**src/hdl/assert_macros.svh**
```systemverilog
// assertion macros used by the rtl file tbf_back
`ifndef ASSERT_MACROS_SVH
`define ASSERT_MACROS_SVH

`ifndef SYNTHESIS

// clocked property check, disabled while reset is asserted
`define ASSERT_CLK(label, clk, rst_n, prop, msg) \
    label: assert property (@(posedge clk) disable iff (!rst_n) (prop)) else $error(msg);

// condition that must never be seen at a clock edge
`define ASSERT_NEVER(label, clk, rst_n, expr, msg) \
    `ASSERT_CLK(label, clk, rst_n, !(expr), msg)

`else

`define ASSERT_CLK(label, clk, rst_n, prop, msg)
`define ASSERT_NEVER(label, clk, rst_n, expr, msg)

`endif

`endif

```
**src/hdl/tbf_pkg.sv**
```systemverilog
// shared types and constants of the triangle bounding box scan
`default_nettype none

package tbf_pkg;

    // input op codes
    localparam logic OP_LOAD = 1'b0;
    localparam logic OP_STEP = 1'b1;

    // vertices per triangle
    localparam int VERTEX_COUNT = 3;

    // entries in the queue between front and back
    localparam int QUEUE_DEPTH = 2;

    // item class decided by the front
    typedef enum logic {
        ITEM_LOAD,
        ITEM_STEP
    } item_kind_t;

    // queue head control seen by the back
    typedef struct packed {
        logic       valid;
        item_kind_t kind;
    } queue_ctl_t;

    // back sequencer states
    typedef enum logic [1:0] {
        ST_READY,
        ST_MUL,
        ST_INIT
    } back_state_t;

endpackage

`default_nettype wire

```
**src/hdl/tbf_front.sv**
```systemverilog
// front part: accepts items, classifies them and queues them for the back
`default_nettype none

module tbf_front
    import tbf_pkg::*;
#(
    parameter int COORD_BITS = 10
) (
    input  wire logic                    clk,
    input  wire logic                    rst_n,
    input  wire logic                    in_valid,
    output logic                         in_stall,
    input  wire logic                    op,
    input  wire logic [COORD_BITS-1:0]   vert_a_x,
    input  wire logic [COORD_BITS-1:0]   vert_a_y,
    input  wire logic [COORD_BITS-1:0]   vert_b_x,
    input  wire logic [COORD_BITS-1:0]   vert_b_y,
    input  wire logic [COORD_BITS-1:0]   vert_c_x,
    input  wire logic [COORD_BITS-1:0]   vert_c_y,
    output queue_ctl_t                   q_ctl,
    output logic [6*COORD_BITS-1:0]      q_data,
    input  wire logic                    q_pop
);

    localparam int DW = 6 * COORD_BITS;
    localparam int PW = $clog2(QUEUE_DEPTH);
    localparam int CW = $clog2(QUEUE_DEPTH + 1);

    item_kind_t          kind_mem_reg [QUEUE_DEPTH];
    logic [DW-1:0]       data_mem_reg [QUEUE_DEPTH];
    logic [PW-1:0]       wr_ptr_reg;
    logic [PW-1:0]       rd_ptr_reg;
    logic [CW-1:0]       count_reg;
    logic [CW-1:0]       count_next;
    logic                push;
    item_kind_t          in_kind;

    // classify the incoming item
    assign in_kind = (op == OP_STEP) ? ITEM_STEP : ITEM_LOAD;

    // queue full holds off the sender
    assign in_stall = (count_reg == CW'(QUEUE_DEPTH));
    assign push     = in_valid && !in_stall;

    // head of queue
    assign q_ctl.valid = (count_reg != '0);
    assign q_ctl.kind  = kind_mem_reg[rd_ptr_reg];
    assign q_data      = data_mem_reg[rd_ptr_reg];

    // occupancy
    always_comb
    begin
        count_next = count_reg;
        if (push && !q_pop)
        begin
            count_next = count_reg + 1'b1;
        end
        else if (!push && q_pop)
        begin
            count_next = count_reg - 1'b1;
        end
    end

    // pointers and count
    always_ff @(posedge clk or negedge rst_n)
    begin
        if (!rst_n)
        begin
            wr_ptr_reg <= '0;
            rd_ptr_reg <= '0;
            count_reg  <= '0;
        end
        else
        begin
            count_reg <= count_next;
            if (push)
            begin
                wr_ptr_reg <= (wr_ptr_reg == PW'(QUEUE_DEPTH - 1)) ? '0 : wr_ptr_reg + 1'b1;
            end
            if (q_pop)
            begin
                rd_ptr_reg <= (rd_ptr_reg == PW'(QUEUE_DEPTH - 1)) ? '0 : rd_ptr_reg + 1'b1;
            end
        end
    end

    // queue storage
    always_ff @(posedge clk)
    begin
        if (push)
        begin
            kind_mem_reg[wr_ptr_reg] <= in_kind;
            data_mem_reg[wr_ptr_reg] <= {vert_a_x, vert_a_y, vert_b_x, vert_b_y,
                                         vert_c_x, vert_c_y};
        end
    end

endmodule

`default_nettype wire

```
**src/hdl/tbf_back.sv**
```systemverilog
// back part: box setup, incremental edge functions and pixel scan
`default_nettype none

`include "assert_macros.svh"

module tbf_back
    import tbf_pkg::*;
#(
    parameter int COORD_BITS = 10
) (
    input  wire logic                    clk,
    input  wire logic                    rst_n,
    input  wire logic                    fill_enable,
    input  wire queue_ctl_t              q_ctl,
    input  wire logic [6*COORD_BITS-1:0] q_data,
    output logic                         q_pop,
    output logic                         out_valid,
    input  wire logic                    out_stall,
    output logic [COORD_BITS-1:0]        pixel_x,
    output logic [COORD_BITS-1:0]        pixel_y,
    output logic                         covered,
    output logic                         last,
    output logic                         valid_res
);

    localparam int C = COORD_BITS;
    localparam int D = C + 1;
    localparam int P = 2 * D;
    localparam int W = P + 1;
    localparam int NV = VERTEX_COUNT;
    localparam logic [2:0] MUL_LAST = 3'(2 * NV);

    back_state_t           state_reg;
    back_state_t           state_next;
    logic [2:0]            cnt_reg;

    logic [C-1:0]          vx_reg [NV];
    logic [C-1:0]          vy_reg [NV];
    logic signed [D-1:0]   dx_reg [NV];
    logic signed [D-1:0]   dy_reg [NV];
    logic signed [W-1:0]   ecol_reg [NV];
    logic signed [W-1:0]   ecur_reg [NV];
    logic signed [P-1:0]   prod_reg;

    logic [C-1:0]          box_min_x_reg;
    logic [C-1:0]          box_max_x_reg;
    logic [C-1:0]          box_min_y_reg;
    logic [C-1:0]          box_max_y_reg;
    logic [C-1:0]          scan_x_reg;
    logic [C-1:0]          scan_y_reg;
    logic                  scan_active_reg;

    logic                  out_valid_reg;
    logic [C-1:0]          pixel_x_reg;
    logic [C-1:0]          pixel_y_reg;
    logic                  covered_reg;
    logic                  last_reg;
    logic                  valid_res_reg;

    logic [C-1:0]          ld_x [NV];
    logic [C-1:0]          ld_y [NV];
    logic [C-1:0]          ld_min_x;
    logic [C-1:0]          ld_max_x;
    logic [C-1:0]          ld_min_y;
    logic [C-1:0]          ld_max_y;

    logic                  out_free;
    logic                  pop_load;
    logic                  pop_step;
    logic                  scan_go;

    logic [1:0]            k_mul;
    logic [2:0]            acc_idx;
    logic [1:0]            k_acc;
    logic signed [D-1:0]   rel_x;
    logic signed [D-1:0]   rel_y;
    logic signed [D-1:0]   op_a;
    logic signed [D-1:0]   op_b;
    logic signed [W-1:0]   prod_ext;

    logic [C:0]            x_inc;
    logic [C:0]            y_inc;
    logic                  y_wrap;
    logic                  x_done;
    logic                  is_last;
    logic                  is_cov;
    logic                  all_nonneg;
    logic                  all_nonpos;
    logic                  scan_in_box;

    // unpack the queued vertices
    always_comb
    begin
        for (int k = 0; k < NV; k++)
        begin
            ld_x[k] = q_data[(2 * (NV - 1 - k) + 1) * C +: C];
            ld_y[k] = q_data[(2 * (NV - 1 - k)) * C +: C];
        end
    end

    // bounding box of the queued triangle
    always_comb
    begin
        ld_min_x = ld_x[0];
        ld_max_x = ld_x[0];
        ld_min_y = ld_y[0];
        ld_max_y = ld_y[0];
        for (int k = 1; k < NV; k++)
        begin
            if (ld_x[k] < ld_min_x) ld_min_x = ld_x[k];
            if (ld_x[k] > ld_max_x) ld_max_x = ld_x[k];
            if (ld_y[k] < ld_min_y) ld_min_y = ld_y[k];
            if (ld_y[k] > ld_max_y) ld_max_y = ld_y[k];
        end
    end

    // sequencer and queue pop
    assign out_free = !out_valid_reg || !out_stall;

    always_comb
    begin
        state_next = state_reg;
        q_pop      = 1'b0;
        case (state_reg)
            ST_READY:
            begin
                if (q_ctl.valid)
                begin
                    if (q_ctl.kind == ITEM_LOAD)
                    begin
                        q_pop      = 1'b1;
                        state_next = ST_MUL;
                    end
                    else if (out_free)
                    begin
                        q_pop = 1'b1;
                    end
                end
            end
            ST_MUL:
            begin
                if (cnt_reg == MUL_LAST)
                begin
                    state_next = ST_INIT;
                end
            end
            ST_INIT:
            begin
                state_next = ST_READY;
            end
            default:
            begin
                state_next = ST_READY;
            end
        endcase
    end

    assign pop_load = q_pop && (q_ctl.kind == ITEM_LOAD);
    assign pop_step = q_pop && (q_ctl.kind == ITEM_STEP);
    assign scan_go  = scan_active_reg && fill_enable;

    // start value products, one multiply per cycle
    assign k_mul   = (cnt_reg[2:1] == 2'd3) ? 2'd0 : cnt_reg[2:1];
    assign acc_idx = cnt_reg - 3'd1;
    assign k_acc   = (acc_idx[2:1] == 2'd3) ? 2'd0 : acc_idx[2:1];
    assign rel_x   = $signed({1'b0, vx_reg[k_mul]}) - $signed({1'b0, box_min_x_reg});
    assign rel_y   = $signed({1'b0, vy_reg[k_mul]}) - $signed({1'b0, box_min_y_reg});
    assign op_a    = cnt_reg[0] ? dx_reg[k_mul] : rel_x;
    assign op_b    = cnt_reg[0] ? rel_y : dy_reg[k_mul];
    assign prod_ext = {{(W - P){prod_reg[P-1]}}, prod_reg};

    // coverage and scan advance
    assign x_inc   = {1'b0, scan_x_reg} + 1'b1;
    assign y_inc   = {1'b0, scan_y_reg} + 1'b1;
    assign y_wrap  = (y_inc >= {1'b0, box_max_y_reg});
    assign x_done  = (x_inc >= {1'b0, box_max_x_reg});
    assign is_last = (x_inc == {1'b0, box_max_x_reg}) && (y_inc == {1'b0, box_max_y_reg});

    always_comb
    begin
        all_nonneg = 1'b1;
        all_nonpos = 1'b1;
        for (int k = 0; k < NV; k++)
        begin
            if (ecur_reg[k][W-1]) all_nonneg = 1'b0;
            if (!ecur_reg[k][W-1] && (ecur_reg[k] != '0)) all_nonpos = 1'b0;
        end
    end
    assign is_cov = all_nonneg || all_nonpos;

    // control registers
    always_ff @(posedge clk or negedge rst_n)
    begin
        if (!rst_n)
        begin
            state_reg       <= ST_READY;
            cnt_reg         <= '0;
            box_min_x_reg   <= '0;
            box_max_x_reg   <= '0;
            box_min_y_reg   <= '0;
            box_max_y_reg   <= '0;
            scan_x_reg      <= '0;
            scan_y_reg      <= '0;
            scan_active_reg <= 1'b0;
            out_valid_reg   <= 1'b0;
        end
        else
        begin
            state_reg <= state_next;
            if (state_reg == ST_MUL)
            begin
                cnt_reg <= cnt_reg + 3'd1;
            end
            else
            begin
                cnt_reg <= '0;
            end
            if (pop_load)
            begin
                box_min_x_reg   <= ld_min_x;
                box_max_x_reg   <= ld_max_x;
                box_min_y_reg   <= ld_min_y;
                box_max_y_reg   <= ld_max_y;
                scan_x_reg      <= ld_min_x;
                scan_y_reg      <= ld_min_y;
                scan_active_reg <= 1'b0;
            end
            if (state_reg == ST_INIT)
            begin
                scan_active_reg <= (box_min_x_reg < box_max_x_reg) &&
                                   (box_min_y_reg < box_max_y_reg);
            end
            if (pop_step && scan_go)
            begin
                if (y_wrap)
                begin
                    scan_y_reg <= box_min_y_reg;
                    scan_x_reg <= x_inc[C-1:0];
                    if (x_done)
                    begin
                        scan_active_reg <= 1'b0;
                    end
                end
                else
                begin
                    scan_y_reg <= y_inc[C-1:0];
                end
            end
            // output register
            if (pop_step)
            begin
                out_valid_reg <= 1'b1;
            end
            else if (!out_stall)
            begin
                out_valid_reg <= 1'b0;
            end
        end
    end

    // datapath registers
    always_ff @(posedge clk)
    begin
        if (pop_load)
        begin
            for (int k = 0; k < NV; k++)
            begin
                vx_reg[k] <= ld_x[k];
                vy_reg[k] <= ld_y[k];
                dx_reg[k] <= $signed({1'b0, ld_x[(k + 1) % NV]}) - $signed({1'b0, ld_x[k]});
                dy_reg[k] <= $signed({1'b0, ld_y[(k + 1) % NV]}) - $signed({1'b0, ld_y[k]});
            end
        end
        if (state_reg == ST_MUL)
        begin
            if (cnt_reg < MUL_LAST)
            begin
                prod_reg <= op_a * op_b;
            end
            if (cnt_reg != 3'd0)
            begin
                if (!acc_idx[0])
                begin
                    ecol_reg[k_acc] <= prod_ext;
                end
                else
                begin
                    ecol_reg[k_acc] <= ecol_reg[k_acc] - prod_ext;
                end
            end
        end
        if (state_reg == ST_INIT)
        begin
            for (int k = 0; k < NV; k++)
            begin
                ecur_reg[k] <= ecol_reg[k];
            end
        end
        if (pop_step && scan_go)
        begin
            for (int k = 0; k < NV; k++)
            begin
                if (y_wrap)
                begin
                    ecol_reg[k] <= ecol_reg[k] - {{(W - D){dy_reg[k][D-1]}}, dy_reg[k]};
                    ecur_reg[k] <= ecol_reg[k] - {{(W - D){dy_reg[k][D-1]}}, dy_reg[k]};
                end
                else
                begin
                    ecur_reg[k] <= ecur_reg[k] + {{(W - D){dx_reg[k][D-1]}}, dx_reg[k]};
                end
            end
        end
        // result payload
        if (pop_step)
        begin
            pixel_x_reg   <= scan_go ? scan_x_reg : '0;
            pixel_y_reg   <= scan_go ? scan_y_reg : '0;
            covered_reg   <= scan_go && is_cov;
            last_reg      <= scan_go && is_last;
            valid_res_reg <= scan_go;
        end
    end

    assign out_valid = out_valid_reg;
    assign pixel_x   = pixel_x_reg;
    assign pixel_y   = pixel_y_reg;
    assign covered   = covered_reg;
    assign last      = last_reg;
    assign valid_res = valid_res_reg;

    // scan position lies inside the current box
    assign scan_in_box = (scan_x_reg >= box_min_x_reg) && (scan_x_reg < box_max_x_reg) &&
                         (scan_y_reg >= box_min_y_reg) && (scan_y_reg < box_max_y_reg);

    // checks
    `ASSERT_CLK(a_scan_in_box, clk, rst_n, scan_active_reg |-> scan_in_box, "scan position outside the box")
    `ASSERT_CLK(a_last_ends_scan, clk, rst_n, (pop_step && scan_go && is_last) |=> !scan_active_reg, "scan still active after last pixel")
    `ASSERT_CLK(a_init_follows_mul, clk, rst_n, (state_reg == ST_INIT) |-> ($past(state_reg) == ST_MUL), "setup entered without multiply pass")
    `ASSERT_NEVER(a_no_step_pop_busy, clk, rst_n, q_pop && (state_reg != ST_READY), "queue popped while setup runs")
    `ASSERT_NEVER(a_no_overwrite, clk, rst_n, pop_step && out_valid_reg && out_stall, "pending result overwritten")

endmodule

`default_nettype wire

```
**src/hdl/triangle_bbox_fill_scan.sv**
```systemverilog
// top level of the triangle bounding box scan with edge function coverage
//
// input channel: in_valid / in_stall with op and three vertices. op load
// stores the triangle and starts a scan at the box minimum corner; it gives
// no result. op step gives one result: the next candidate pixel, its
// coverage flag, a last flag and valid_res (all zero when no scan runs or
// fill_enable is clear).
// output channel: out_valid / out_stall; a held result stays put while
// out_stall is high, and up to two more items wait in the input queue.
// config channel: cfg_valid / cfg_ready writes fill_enable; always ready.
// throughput: one step per cycle while out_stall is low and no load is in
// setup. a load occupies the back end for bbox setup, six start-value
// products on one shared multiplier and edge init, after which steps resume;
// each step then only adds edge increments. a step waits in the input queue,
// and its result is registered in the output register when it is popped.
// reset: queue empty, scan idle, fill_enable cleared, no result pending.
`default_nettype none

module triangle_bbox_fill_scan
    import tbf_pkg::*;
#(
    parameter int COORD_BITS = 10
) (
    input  wire logic                  clk,
    input  wire logic                  rst_n,
    input  wire logic                  in_valid,
    output logic                       in_stall,
    input  wire logic                  op,
    input  wire logic [COORD_BITS-1:0] vert_a_x,
    input  wire logic [COORD_BITS-1:0] vert_a_y,
    input  wire logic [COORD_BITS-1:0] vert_b_x,
    input  wire logic [COORD_BITS-1:0] vert_b_y,
    input  wire logic [COORD_BITS-1:0] vert_c_x,
    input  wire logic [COORD_BITS-1:0] vert_c_y,
    output logic                       out_valid,
    input  wire logic                  out_stall,
    output logic [COORD_BITS-1:0]      pixel_x,
    output logic [COORD_BITS-1:0]      pixel_y,
    output logic                       covered,
    output logic                       last,
    output logic                       valid_res,
    input  wire logic                  cfg_valid,
    output logic                       cfg_ready,
    input  wire logic                  cfg_data
);

    queue_ctl_t                  q_ctl;
    logic [6*COORD_BITS-1:0]     q_data;
    logic                        q_pop;
    logic                        fill_enable_reg;

    // configuration register
    assign cfg_ready = 1'b1;

    always_ff @(posedge clk or negedge rst_n)
    begin
        if (!rst_n)
        begin
            fill_enable_reg <= 1'b0;
        end
        else if (cfg_valid && cfg_ready)
        begin
            fill_enable_reg <= cfg_data;
        end
    end

    // front: accept, classify, queue
    tbf_front #(
        .COORD_BITS (COORD_BITS)
    ) u_front (
        .clk      (clk),
        .rst_n    (rst_n),
        .in_valid (in_valid),
        .in_stall (in_stall),
        .op       (op),
        .vert_a_x (vert_a_x),
        .vert_a_y (vert_a_y),
        .vert_b_x (vert_b_x),
        .vert_b_y (vert_b_y),
        .vert_c_x (vert_c_x),
        .vert_c_y (vert_c_y),
        .q_ctl    (q_ctl),
        .q_data   (q_data),
        .q_pop    (q_pop)
    );

    // back: setup and scan
    tbf_back #(
        .COORD_BITS (COORD_BITS)
    ) u_back (
        .clk         (clk),
        .rst_n       (rst_n),
        .fill_enable (fill_enable_reg),
        .q_ctl       (q_ctl),
        .q_data      (q_data),
        .q_pop       (q_pop),
        .out_valid   (out_valid),
        .out_stall   (out_stall),
        .pixel_x     (pixel_x),
        .pixel_y     (pixel_y),
        .covered     (covered),
        .last        (last),
        .valid_res   (valid_res)
    );

endmodule

`default_nettype wire
```
**config.mk**
```make
export PLATFORM = sky130hd
export DESIGN_NAME = triangle_bbox_fill_scan
export DESIGN_NICKNAME = d
export VERILOG_FILES = /design/src/hdl/tbf_pkg.sv /design/src/hdl/tbf_front.sv /design/src/hdl/tbf_back.sv /design/src/hdl/triangle_bbox_fill_scan.sv
export VERILOG_INCLUDE_DIRS = /design/src /design/src/hdl
export SDC_FILE = /design/constraint.sdc
export NUM_CORES = 2
export LEC_CHECK = 0
export BUFFER_PORTS_ARGS = -buffer_cell sky130_fd_sc_hd__buf_2
export CAP_MARGIN = 20
export CORE_MARGIN = 1.5
export CORE_UTILIZATION = 30
export CTS_BUF_LIST = sky130_fd_sc_hd__clkbuf_4 sky130_fd_sc_hd__clkbuf_8
export DETAILED_ROUTE_END_ITERATION = 10
export HOLD_SLACK_MARGIN = 0.1
export PLACE_DENSITY_LB_ADDON = 0.25
export SETUP_SLACK_MARGIN = 0.5
export SLEW_MARGIN = 10
export SYNTH_ARGS = -nofsm -noshare
export SYNTH_HDL_FRONTEND = slang
export SYNTH_SLANG_ARGS = --single-unit
```
**constraint.sdc**
```tcl
create_clock -name clk -period 9.34 [get_ports clk]
set_input_delay 2.802 -clock clk [delete_from_list [all_inputs] [get_ports clk]]
set_output_delay 2.802 -clock clk [all_outputs]
set_load 0.02 [all_outputs]
```
# After elaboration in Yosys (flattened, before gate mapping)
# Memory sizes are Yosys's and may differ from the RTL's.
# Cells that the tools add are included.
[word_totals]
register_bits = 117
ramBits = 386
input_bits = 67
elab_cells = 195
memories = 8
[mem_list]
columns = ["memory", "words", "width", "read_ports", "rd_clocked_by_memory_dff", "write_ports", "line", "source"]
rows = [
  ["u_front.data_mem_reg", 2, 60, 1, 0, 1, "tbf_front.sv:30", "logic [DW-1:0] data_mem_reg [QUEUE_DEPTH];"],
  ["u_back.ecol_reg", 3, 23, 4, 0, 3, "tbf_back.sv:41", "logic signed [W-1:0] ecol_reg [NV];"],
  ["u_back.ecur_reg", 3, 23, 3, 0, 3, "tbf_back.sv:42", "logic signed [W-1:0] ecur_reg [NV];"],
  ["u_back.dx_reg", 3, 11, 4, 0, 3, "tbf_back.sv:39", "logic signed [D-1:0] dx_reg [NV];"],
  ["u_back.dy_reg", 3, 11, 4, 0, 3, "tbf_back.sv:40", "logic signed [D-1:0] dy_reg [NV];"],
  ["u_back.vx_reg", 3, 10, 1, 0, 3, "tbf_back.sv:37", "logic [C-1:0] vx_reg [NV];"],
  ["+2 memories", "-", "-", "-", "-", "-", "-", ""],
]
[op_classes]
add_sub_neg = 23
n_mul = 1
n_lt_le_gt_ge = 13
eq_ne = 12
n_mux = 75
bitwise = 8
reduce_logical = 35
[ops]
columns = ["op", "count"]
rows = [
  ["2-to-1 mux 23 bit", 8],
  ["2-to-1 mux 10 bit", 14],
  ["subtractor 10 x 10 -> 11 bit", 8],
  ["adder 23 bit", 3],
  ["nonzero test 23 bit", 3],
  ["subtractor 23 bit", 3],
  ["less-than comparator 10 bit", 6],
  ["2-to-1 mux 1 bit", 41],
  ["> comparator 10 bit", 4],
  ["OR reduction 23 bit", 1],
  ["subtractor 23 x 22 -> 23 bit", 1],
  ["adder 10 x 1 -> 11 bit (second input constant)", 2],
  ["== test 11 x 10 -> 1 bit", 2],
  ["greater-or-equal comparator 11 x 10 -> 1 bit", 2],
  ["multiplier 11 x 11 -> 22 bit", 1],
  ["2-to-1 mux 11 bit", 2],
  ["2-to-1 mux 2 bit", 8],
  ["logical AND 1 bit", 14],
  ["== test 2 bit (second input constant)", 4],
  ["logical NOT 1 bit", 8],
  ["OR 1 bit", 7],
  ["nonzero test 2 bit", 3],
  ["!= test 2 x 1 -> 1 bit (second input constant)", 2],
  ["!= test 2 bit (second input constant)", 2],
  ["other kinds (16)", 18],
]

# Depth between registers and ports, before layout
[depth]
depth_word = 12
mapped_depth = 39
depth_no_buf = 35

# Cells and area by module
# From an unflattened synthesis, not the netlist that was laid out.
[hier_totals]
hier_cells = 3920
area_unflattened_um2 = 40035.9
[by_module_without_submodules]
columns = ["module", "n_inst", "cells_each", "area_each_um2", "seq_area_each_um2"]
rows = [
  ["tbf_back", 1, 3707, 35083.6, 11646.2],
  ["tbf_front", 1, 209, 4901.0, 3763.6],
  ["triangle_bbox_fill_scan", 1, 4, 51.3, 25.0],
]

# Worst setup path before layout
# No wires, ideal clock.
[synth_timing]
kind = "register -> register"
start = "register u_back.cnt_reg[1]"
end = "register u_back.prod_reg[20], data pin"
setup_time_ps = 258
arrival_time_ps = 8326
required_time_ps = 9082
path_slack_ps = 756
path_stages_with_launch = 38
path_buffers = 4
synth_period_minus_slack_ps = 8584
cell_sequence = "dfrtp_1 > clkbuf_1 > nand2_1 > nand2_1 > clkbuf_1 > buf_1 > buf_1 > nor2_1 > nor2_1 > ha_1 > nor2b_1 > o21ai_0 > a21boi_0 > o21ai_0 > a21oi_1 > o21ai_0 > a21boi_0 > o31ai_1 > [... 2 more ...] > inv_1 > fa_1 > inv_1 > fa_1 > inv_1 > fa_1 > inv_1 > fa_1 > inv_1 > ha_1 > o21ai_0 > nor2b_1 > nor2_1 > a221o_1 > a211oi_1 > o21ai_0 > a21oi_1 > xnor2_1"
[synth_between]
elab_chain_len = 6
word_cells_on_any_way = 11
[synth_lines]
columns = ["element", "line", "source"]
rows = [
  ["start: declaration", "tbf_back.sv:35", "logic [2:0] cnt_reg;"],
  ["start signal: assignment", "tbf_back.sv:212", "cnt_reg <= cnt_reg + 3'd1;"],
  ["== test 2 bit", "tbf_back.sv:163", "assign k_mul = (cnt_reg[2:1] == 2'd3) ? 2'd0 : cnt_reg[2:1];"],
  ["2-to-1 mux 2 bit *", "tbf_back.sv:163", ""],
  ["memory read (3 x 10 bit), on equally long branches", "-", ""],
  ["subtractor 10 x 10 -> 11 bit, on equally long branches", "tbf_back.sv:166, tbf_back.sv:167", ""],
  ["2-to-1 mux 11 bit, on equally long branches", "tbf_back.sv:168, tbf_back.sv:169", ""],
  ["multiplier 11 x 11 -> 22 bit *", "tbf_back.sv:278", "prod_reg <= op_a * op_b;"],
  ["end signal: assignment", "tbf_back.sv:278", ""],
  ["end: declaration", "tbf_back.sv:43", "logic signed [P-1:0] prod_reg;"],
]
# Every way passes the cells marked *; elsewhere a longest branch is shown, timed or not.
# A chain may end at the register's enable or synchronous reset.

# Worst setup path after layout
[layout_timing]
start = "register u_back.cnt_reg[2]"
end = "register u_back.prod_reg[21], data pin"
# Same word-level chain as after synthesis.

==> implementation parameters <==
Parameter                              Value

Global routing
  Overflow after GRT    0
  Antenna violations before repair    7
  Largest net degree at the start of global routing    99
  Via count of the first global-routing pass    29,130
  Total Routing Usage GR    18.72%
  First-pass GRT wire length    185,700 um

Floorplan
  Number of placement rows    132
  Num ports    93
  Standard cell core area    0.1295 mm^2
  Effective utilization at floorplan    30.22%
  Die Span Y    364.1 um
  Floorplan die width    364.1 um
  Die area    0.1326 mm^2

STA
  Clock Skews    0.06118 ns
  Peak clock frequency supported by timing    119.7 MHz
  Shortest period the worst path allows    8.355 ns
  Final critical-path share of the clock period    89.46%
  Transition time of the tightest slew-check pin    0.9784 ns
  RSZ-0062 raised after global routing    false
  Total count of max-transition violations in the final report    0
  Slew headroom    34.77%
  Setup-failing EPs final    0
  Sum Neg Setup Slack    0 ns
  Fin. Hold Viols    0

Synthesis
  Number of cells produced by synthesis    3,858
  Number of synthesized flops with an enable pin    454
  Post-synthesis simple-gate area fraction    11.88%
  Top-count cell post-synth    sky130_fd_sc_hd__edfxtp_1
  Part of the Yosys area used for sequential elements    39.45%
  Most frequent cells after synthesis    454 x sky130_fd_sc_hd__edfxtp_1, 393 x sky130_fd_sc_hd__inv_1, 367 x sky130_fd_sc_hd__ha_1
  Avg Inst Size Synth    10.14 um^2
  Post-synthesis compound-gate area fraction    15.45%
  Synthesized cell area    0.03913 mm^2
  Top cells by area, synth    sky130_fd_sc_hd__edfxtp_1 35%, sky130_fd_sc_hd__ha_1 12%, sky130_fd_sc_hd__fa_1 6.8%
  Share of cell area taken by muxes after synthesis    5.052%
  Share of flip-flops with an asynchronous set or reset    13.69%
  Dominant register cell in the synthesized netlist    sky130_fd_sc_hd__edfxtp_1
  Post-synthesis net count    4,424
  Synth top area share    34.84%
  Main combinational cell family by area after synthesis    adder cells
  Post-synthesis cell type with the largest combined area    sky130_fd_sc_hd__edfxtp_1
  Number of register bits inferred by synthesis    526
  XOR/XNOR Fraction of Synth Area    4.768%
  Synth Warn #    0
  Adder and majority cell fraction of the synthesized area    18.49%
  Count of different cell masters after synthesis    82

Clock network
  Total setup buffers inserted after CTS    0
  TritonCTS clock tree    yes
  Buffers from clock root to sink, at most    3
  Total clock buffers created by CTS    95
  Clock sinks    526
  Buffer type at the clock tree root    sky130_fd_sc_hd__clkbuf_8
  Number of levels the H-tree was split into    3
  Clk slew on worst S/H paths    0.07 ns
  Later-pin clock latency in the skew report    0.82 ns

Detailed routing
  Violation count after the first detailed-route iteration    2,399
  Residual DRC    0
  Drt first pass iters    8
  Number of nets with antenna violations after detailed routing    0
  Routed Wire Length    124,700 um
  Total via count after detailed routing    29,590
  Detail-routed via count per cell    5.093
  Detailed-route wire length per cell    21.46 um

Final layout
  # nets final    4,559
  Ratio of cells with drive above 1 in the final layout    11.24%
  Layout Area Growth over Synthesis    12.24%
  Max FFs per register    120
  Layout filler cell count    13,320
  Filler-free cell count of the finished design    5,810

Critical path
  Critical register-to-register path endpoint    u_back.prod_reg[21]
  Type of the worst setup path    flop to flop
  Highest fanout seen on the critical path    27
  Category of the worst setup path launch point    flop
  Depth of the most critical reg-to-reg path    33
  Setup crit end kind    flop
  Minimum setup slack among reg-to-reg paths    0.98 ns
  Critical-path cell with the highest stage delay    sky130_fd_sc_hd__fa_1
  Arrival @ worst endpoint    8.86 ns
  Reg-to-Reg Start    u_back.cnt_reg[2]
  Critical path's largest stage delay    0.57 ns
  CP required    9.85 ns
  Worst path most repeated cell    sky130_fd_sc_hd__fa_1

Outcome
  Status    complete, no violations

Placement
  Placed wire-length estimate    97,260 um
  Number of I/O port buffers    91
  Cells after DPL    5,638
  RePlAce Congestion    0.8879

Run
  Max cap viols    0

Hold path
  Hold path depth    2
  Hold worst-path end    u_back.box_max_y_reg[7]
  HP Start    u_back.box_max_y_reg[7]
  Path class of the lowest-slack min-delay path    flop to flop
## area by class of cell
cell class,instances,area (um^2),share of cell area (%)
antenna,1,2.502,0.005698
clock buffer,137,1692,3.852
clock inverter,34,272.8,0.6211
inverter,393,1480,3.370
multi-input combinational,2826,21900,49.87
sequential,526,15440,35.16
tap,1742,2180,4.963
timing repair buffer,151,948.4,2.160
## logic make-up after synthesis
| group | Yosys count |
|---|---|
| AOI/OAI and AO/OA | 947 |
| xor gates and xnor gates | 213 |
| buffers and inverters | 506 |
| other | 1 |
| adders and majority gates | 499 |
| DFF | 526 |
| muxes | 161 |
| and+or+nand+nor | 1005 |
## stage by stage
| stage | utilization [%] | setup slack, ns | instance area [um^2] | hold WS [ns] |
|---|---|---|---|---|
| 2_1_floorplan | - | 0.7565 | 39130 | 0.4498 |
| 6_report | 33.92 | 0.9845 | 43920 | 0.4836 |
| 3_5_place_dp | 32.33 | 0.4387 | 41860 | 0.4730 |
| 3_3_place_gp | 32.31 | 0.5146 | 41830 | 0.4647 |
| 5_1_grt | 33.92 | 0.4772 | 43920 | 0.5092 |
| 4_1_cts | 33.85 | 0.6210 | 43830 | 0.4874 |
## cell usage in the layout, fill, tap and decap left out, types with 25 or more instances in the layout
| cell | synthesis | routed |
|---|---|---|
| sky130_fd_sc_hd__edfxtp_1 | 454 | 454 |
| sky130_fd_sc_hd__inv_1 | 393 | 392 |
| sky130_fd_sc_hd__ha_1 | 367 | 367 |
| sky130_fd_sc_hd__nand2_1 | 327 | 324 |
| sky130_fd_sc_hd__nor2_1 | 291 | 286 |
| sky130_fd_sc_hd__o21ai_0 | 277 | 275 |
| sky130_fd_sc_hd__a21oi_1 | 191 | 186 |
| sky130_fd_sc_hd__fa_1 | 132 | 132 |
| sky130_fd_sc_hd__xnor2_1 | 119 | 119 |
| sky130_fd_sc_hd__clkbuf_8 | 0 | 106 |
| sky130_fd_sc_hd__xor2_1 | 94 | 94 |
| sky130_fd_sc_hd__buf_2 | 5 | 90 |
| sky130_fd_sc_hd__a21o_1 | 86 | 86 |
| sky130_fd_sc_hd__mux2i_1 | 76 | 76 |
| sky130_fd_sc_hd__dfrtp_1 | 72 | 70 |
| sky130_fd_sc_hd__nand2b_1 | 64 | 64 |
| sky130_fd_sc_hd__nand3_1 | 64 | 63 |
| sky130_fd_sc_hd__mux2_2 | 62 | 62 |
| sky130_fd_sc_hd__o21a_1 | 57 | 57 |
| sky130_fd_sc_hd__buf_4 | 3 | 56 |
| sky130_fd_sc_hd__o211ai_1 | 50 | 50 |
| sky130_fd_sc_hd__and3_1 | 51 | 49 |
| sky130_fd_sc_hd__nor2b_1 | 43 | 42 |
| sky130_fd_sc_hd__nor3_1 | 39 | 39 |
| sky130_fd_sc_hd__o22ai_1 | 34 | 34 |
| sky130_fd_sc_hd__clkbuf_4 | 0 | 31 |
| sky130_fd_sc_hd__a211oi_1 | 32 | 29 |
| sky130_fd_sc_hd__nand4_1 | 28 | 28 |
| sky130_fd_sc_hd__a31oi_1 | 25 | 25 |
## critical path, delay by kind of cell, from the launching register on
| kind | cells | cell delay [ns] |
|---|---|---|
| simple gates | 5 | 1.03 |
| buf+inv | 5 | 0.40 |
| fa+ha+maj | 8 | 3.44 |
| compound gates | 13 | 2.27 |
| flops | 1 | 0.43 |
| xor+xnor | 1 | 0.14 |
| mux | 1 | 0.34 |
## routing by layer
layer	share of wire, %	track usage [%]	vias to the layer above
met4	2.7	5.237	4
met1	47	26.11	14440
met2	45	30.04	777
li1	-	-	14180
met5	0.018	0	-
met3	5.4	2.770	194
## timing repair
| action | 4_1_cts | 5_1_grt |
|---|---|---|
| pin swaps | 0 | 1 |
| hold buffers | 0 | 0 |
| endpoints found under the setup margin | 3 | 7 |
| gates resized for setup | 2 | 22 |
## worst max path at each step
stage / depth (start not counted) / start / to / slack [ns]
2_1_floorplan: 37 / u_back.cnt_reg[1] / u_back.prod_reg[20] / 0.76
3_3_place_gp: 32 / u_back.cnt_reg[2] / u_back.prod_reg[20] / 0.51
3_5_place_dp: 33 / u_back.cnt_reg[2] / u_back.prod_reg[21] / 0.44
4_1_cts: 33 / u_back.cnt_reg[2] / u_back.prod_reg[21] / 0.62
5_1_grt: 37 / u_back.cnt_reg[1] / u_back.prod_reg[20] / 0.48
6_report: 33 / u_back.cnt_reg[2] / u_back.prod_reg[21] / 0.98
Power is not shown: default switching activity piles up to over one toggle a cycle in this logic, so the estimate is an artifact.
